--- src/sv/gcll_pkg.sv ---
package gcll_pkg;

  // Command codes carried by an input beat
  typedef enum logic [1:0] {
    CMD_CLEAR  = 2'd0,
    CMD_APPEND = 2'd1,
    CMD_LOOKUP = 2'd2
  } cmd_e;

  // Configuration register indexes
  localparam logic [1:0] CFG_CODE_WIDTH  = 2'd0;
  localparam logic [1:0] CFG_GLYPH_BYTES = 2'd1;
  localparam logic [1:0] CFG_BITMAP_BASE = 2'd2;

  localparam logic [2:0]  CODE_WIDTH_RST  = 3'd1;
  localparam logic [7:0]  GLYPH_BYTES_RST = 8'd32;
  localparam logic [31:0] BITMAP_BASE_RST = 32'h0000_0000;

  typedef struct packed {
    logic [1:0]  command;
    logic [31:0] code_value;
  } in_item_t;

  typedef struct packed {
    logic        found;
    logic [7:0]  glyph_index;
    logic [31:0] glyph_address;
  } out_item_t;

  // Search token handed from cell to cell
  typedef struct packed {
    logic        valid;
    logic        found;
    logic [31:0] key;
    logic [31:0] addr;
  } tok_t;

endpackage

--- src/sv/gcll_cell.sv ---
module gcll_cell #(
  parameter int IDX_W = 8,
  parameter int CNT_W = 9
) (
  input  logic               clk,
  input  logic               rst_n,
  input  logic               wr_en,
  input  logic [31:0]        wr_data,
  input  logic [31:0]        mask,
  input  logic [7:0]         glyph_bytes,
  input  gcll_pkg::tok_t     tok_in,
  input  logic [IDX_W-1:0]   idx_in,
  input  logic [CNT_W-1:0]   remain_in,
  output gcll_pkg::tok_t     tok_out,
  output logic [IDX_W-1:0]   idx_out,
  output logic [CNT_W-1:0]   remain_out
);
  import gcll_pkg::*;

  logic [31:0]      entry_r;
  logic             valid_r, valid_nxt;
  tok_t             tok_r, tok_nxt;
  logic [IDX_W-1:0] idx_r, idx_nxt;
  logic [CNT_W-1:0] remain_r, remain_nxt;
  logic             active, hit, done;

  // Hold the stored code; only the matching append writes it
  always_ff @(posedge clk) begin
    if (wr_en) begin
      entry_r <= wr_data;
    end
  end

  always_comb begin
    active     = tok_in.valid && !tok_in.found && (remain_in != '0);
    hit        = active && ((entry_r & mask) == tok_in.key);
    done       = tok_in.found || hit;
    valid_nxt  = tok_in.valid;
    tok_nxt    = tok_in;
    tok_nxt.found = done;
    // Freeze address and index once matched, otherwise step one glyph on
    tok_nxt.addr  = done ? tok_in.addr : tok_in.addr + {24'd0, glyph_bytes};
    idx_nxt    = done ? idx_in : idx_in + IDX_W'(1);
    remain_nxt = (remain_in == '0) ? '0 : remain_in - CNT_W'(1);
  end

  always_ff @(posedge clk) begin
    if (!rst_n) begin
      valid_r <= 1'b0;
    end else begin
      valid_r <= valid_nxt;
    end
  end

  always_ff @(posedge clk) begin
    tok_r    <= tok_nxt;
    idx_r    <= idx_nxt;
    remain_r <= remain_nxt;
  end

  always_comb begin
    tok_out       = tok_r;
    tok_out.valid = valid_r;
  end

  assign idx_out    = idx_r;
  assign remain_out = remain_r;

endmodule

--- config.mk ---
export PLATFORM = sky130hd
export DESIGN_NAME = gcll_cell
export DESIGN_NICKNAME = d
export VERILOG_FILES = /design/src/sv/gcll_pkg.sv /design/src/sv/gcll_cell.sv
export SDC_FILE = /design/constraint.sdc
export NUM_CORES = 1
export LEC_CHECK = 0
export BUFFER_PORTS_ARGS = -buffer_cell sky130_fd_sc_hd__clkbuf_2
export CAP_MARGIN = 20
export CORE_MARGIN = 3
export CORE_UTILIZATION = 47
export CTS_BUF_LIST = sky130_fd_sc_hd__clkbuf_2 sky130_fd_sc_hd__clkbuf_4 sky130_fd_sc_hd__clkbuf_8
export DETAILED_ROUTE_END_ITERATION = 8
export PLACE_DENSITY = 0.84
export SYNTH_ARGS = -nofsm -noshare
export SYNTH_HDL_FRONTEND = slang
export SYNTH_SLANG_ARGS = --single-unit
--- constraint.sdc ---
create_clock -name clk -period 2.9 [get_ports clk]
set_input_delay 0 -clock clk [delete_from_list [all_inputs] [get_ports clk]]
set_output_delay 0 -clock clk [all_outputs]
set_load 0.05 [all_outputs]
* Yosys cells after proc, flatten, opt, wreduce, memory -nomap -nowiden *
Index checks and enable logic that the tools add are counted.

cells by class
  equal/unequal tests = 1
  muxes and demuxes = 2
  add/subtract/negate cells = 3
  reduce and logical (&&, ||, !) cells = 7
  bitwise logic cells = 1

operators by type and width
  operator             number
  $add 32x8->32        1
  $and 32x32->32       1
  $eq 32x32->1         1
  $mux 32              1
  $logic_not 9->1      1
  $reduce_bool 9->1    1
  $sub 9x1->9 const B  1
  $add 8x1->8 const B  1
  $mux 8               1
  $logic_and 1x1->1    3
  $logic_not 1->1      1
  $logic_or 1x1->1     1

storage, ports and cells
  logic and storage cells = 21
  bits in registers = 115
  output and inout bits = 83
  bits of input ports = 158

* Longest topological paths before layout *
  word-level depth = 6
  mapped depth = 11
  mapped depth without buffers = 8

* Worst setup path before layout *
No wires, ideal clock.

  kind = in2reg
  from = in remain_in[0]
  to = reg tok_r, in the netlist tok_out[31]
  setup slack = 508 ps
  arrival time = 2258 ps
  data required time = 2766 ps
  stages on the path = 10
  path through = inv_1 > ha_1 > nor3b_1 > and3b_1 > buf_2 > or4_4 > nor4_4 > buf_6 > nor4_1 > or4_1

RTL lines
  what                  line             text
  start, declared       gcll_cell.sv:13  input logic [CNT_W-1:0] remain_in,
  end signal, assigned  gcll_cell.sv:56  tok_r <= tok_nxt;
  end, declared         gcll_cell.sv:22  tok_t tok_r, tok_nxt;

==> results.yml <==
yosys:
  synth_area_leaders: "dfxtp_1 34%, edfxtp_1 20%, xor2_1 4.2%, a2111oi_0 3.8%, ha_1 2.8%"
  ys_types: 53
  ys_seq_area_frac: 0.541
  netlist_area_um2: 4840
  muxShareOfSynthArea: 0.0279
  yosys-top-cells-count: "83 x dfxtp_1, 32 x edfxtp_1, 28 x nand2_1"
  yosys.area_share.simple: 0.160
  ys_dominant_reg_cell: "dfxtp_1"
  synth_edf_count: 32
  yosys_warnings: 0
  syn_area_per_cell_um2: 11.1
  synthXorXnorAreaFrac: 0.0633
  synth_top_cell_by_area: "dfxtp_1"
  yosys.area_share.adder: 0.0325
  syn-num-nets: 605
  yosysMostFrequentCell: "dfxtp_1"
  synth_top_area_share: 0.343
  synth-seq-cells: 115
  synth_top_family_by_area: "simple AND/OR/NAND/NOR gates"
  async_reset_ff_frac: 0
  synth_compound_area_frac: 0.148
  syn_inst: 435
global_routing:
  grt_pass1_wl_um: 27100
  antenna_found_initial: 0
  grt_remaining_overflow: 0
  grt_max_degree: 38
  grt_pass1_vias: 5610
  grtUsageTotal: 0.302
setup_path:
  r2r_setup_slack_ps: 190
  crit_fanout: 19
  critPathLaunchType: "input port"
  critical_path_required_ps: 3190
  setup.worst_path.end_class: "flip-flop"
  r2r_start: "entry_r[3]$_DFFE_PP_"
  timing.rr.end: "tok_out[29]$_DFF_P_"
  path_class: "in2reg"
  timing.reg2reg.worst_path_depth: 7
  crit_arrival_ps: 3080
floorplanning:
  die_w_um: 108
  std_cell_rows: 36
  core_area_um2: 9910
  fp.dieArea_um2: 11600
  ios: 241
  start_util: 0.489
  die_h_um: 108
power_and_ir_drop:
  sequentialPowerShare: 0.415
  power_density_nw_per_um2: 557
  swShare: 0.296
  switching_power_mw: 1.29
  power.internal_mw: 3.08
  ir_drop_uv: 370
  power_frac_comb: 0.212
  p_leak_nw: 3.60
  p_clk_frac: 0.373
min_path:
  hold_path_depth: 4
  whs_endpoint: "tok_out[6]$_DFF_P_"
  worst_hold_path_type: "in2reg"
  worstHoldStart: "glyph_bytes[6]"
timing:
  rsz0062_at_grt: "false"
  worst_pin_slew_ps: 906
  finalCritPeriodShare: 0.963
  setup_viol: 0
  hold_violations: 0
  slew_violations: 0
  setup_tns_ps: 0
  fin_crit_ps: 2790
  skew_ps: 16.0
  max_slew_margin: 0.396
  fmax_ghz: 0.358
  fin_ws_ps: 108
detailed_routing:
  vias_per_cell: 5.60
  wirelength_um: 17900
  wire_per_inst_um: 18.8
  drtIter0Drc: 361
  postRouteAntennaNets: 0
  vias: 5346
  drc_errors: 0
  dr.pass1.iters: 5
placed_design:
  port_buffers: 240
  dp_cells: 799
  gp_congestion: 0.852
  dp_hpwl_um: 10400
  place_ws_ps: 109
layout:
  nets: 978
  drive_gt1_frac: 0.361
  layout.cells.non_filler: 954
  area_delta_synth_final_pct: 62.3
clocking:
  cts.sinks: 115
  path_clk_slew_ps: 70
  h-tree-depth: 4
  cts_made_buffers: 17
  clock_latency_ps: 420
  clock_tree.root_cell: "clkbuf_8"
  cts_buffer_depth: 2
  cts_tree: "built"
job:
  maxCapViolations: 0
status:
  outcome: "completed"
worst max-delay path, cell delays in order:
cell	delay, ps
dlygate4sd3_1	540
clkbuf_2	110
inv_1	60
ha_1	220
nor3b_1	180
and3b_1	230
or4_4	550
nor4_4	420
buf_4	330
nor4_1	100
a311o_1	340
kinds of logic after synthesis:
| group | count (synthesis) |
|---|---|
| AO/OA/AOI/OAI | 96 |
| adder cells (fa/ha/maj) | 12 |
| flip-flops | 115 |
| buffers and inverters | 31 |
| multiplexers | 12 |
| XOR/XNOR | 35 |
| AND/OR/NAND/NOR | 134 |
through the flow:
step                power [mW]  area, um2  hold WS [ps]   util
floorplan                 2.32       4840          27.7      -
global placement          2.58       6190           123  0.625
detailed placement        2.61       6190           127  0.625
CTS                       4.36       7850           103  0.793
global route              4.53       7860           132  0.793
finish                    4.38       7860           138  0.793
cell usage in the layout (no fill, tap or decap), types with 16 or more instances in the layout:
cell	instances
nand3_1	16
xor2_1	23
nor2_1	19
edfxtp_1	32
dlygate4sd3_1	123
clkbuf_8	17
clkbuf_2	240
a2111oi_0	21
nand2_1	28
dfxtp_1	83
flip-flops by register name (all words and copies together), names as in the netlist:
signal	flops
entry_r	32
idx_out	8
valid_r	1
remain_out	9
tok_out	65
worst max-delay path by stage:
stage                     slack, ps  depth (start not counted)    startpoint                   to
after CTS                        60                         10  remain_in[0]   tok_out[7]$_DFF_P_
final                           110                         11  remain_in[0]  tok_out[29]$_DFF_P_
after detailed placement        110                          9  remain_in[0]   tok_out[7]$_DFF_P_
after global routing             30                         11  remain_in[0]  tok_out[29]$_DFF_P_
after floorplan                 510                         10  remain_in[0]  tok_out[31]$_DFF_P_
after global placement          230                          9  remain_in[0]   tok_out[2]$_DFF_P_
area by class of cell:
class,count,area (um2)
clock inverter,12,183
timing repair buffer,371,2490
fill,559,2050
multi-input combinational,289,2090
tap,133,166
clock buffer,19,249
antenna,1,2.50
sequential,115,2620
inverter,14,52.6
layer usage:
metal  track usage  share of wire  up-vias
li1              -              -     2410
met1         0.305           0.34     2495
met2         0.553           0.53      341
met3        0.0738          0.068      100
met4         0.188          0.060        0
met5             0              0        -
what timing repair did:
action / CTS / global route
resized for setup: 0 / 1
hold buffers: 123 / 0
endpoints found under the setup margin: 0 / 13
hold endpoints to repair: 114 / 0
buffers inserted: 0 / 0
power by group through the flow:
stage          clock network (mW)  logic (mW)  registers [mW]
4_1_cts                      1.65       0.898            1.81
2_1_floorplan                   0       0.199            2.12
6_report                     1.63       0.928            1.82
3_5_place_dp                    0       0.760            1.85
5_1_grt                      1.73       0.975            1.83
3_3_place_gp                    0       0.738            1.84
Power figures use the tool's default switching activity.
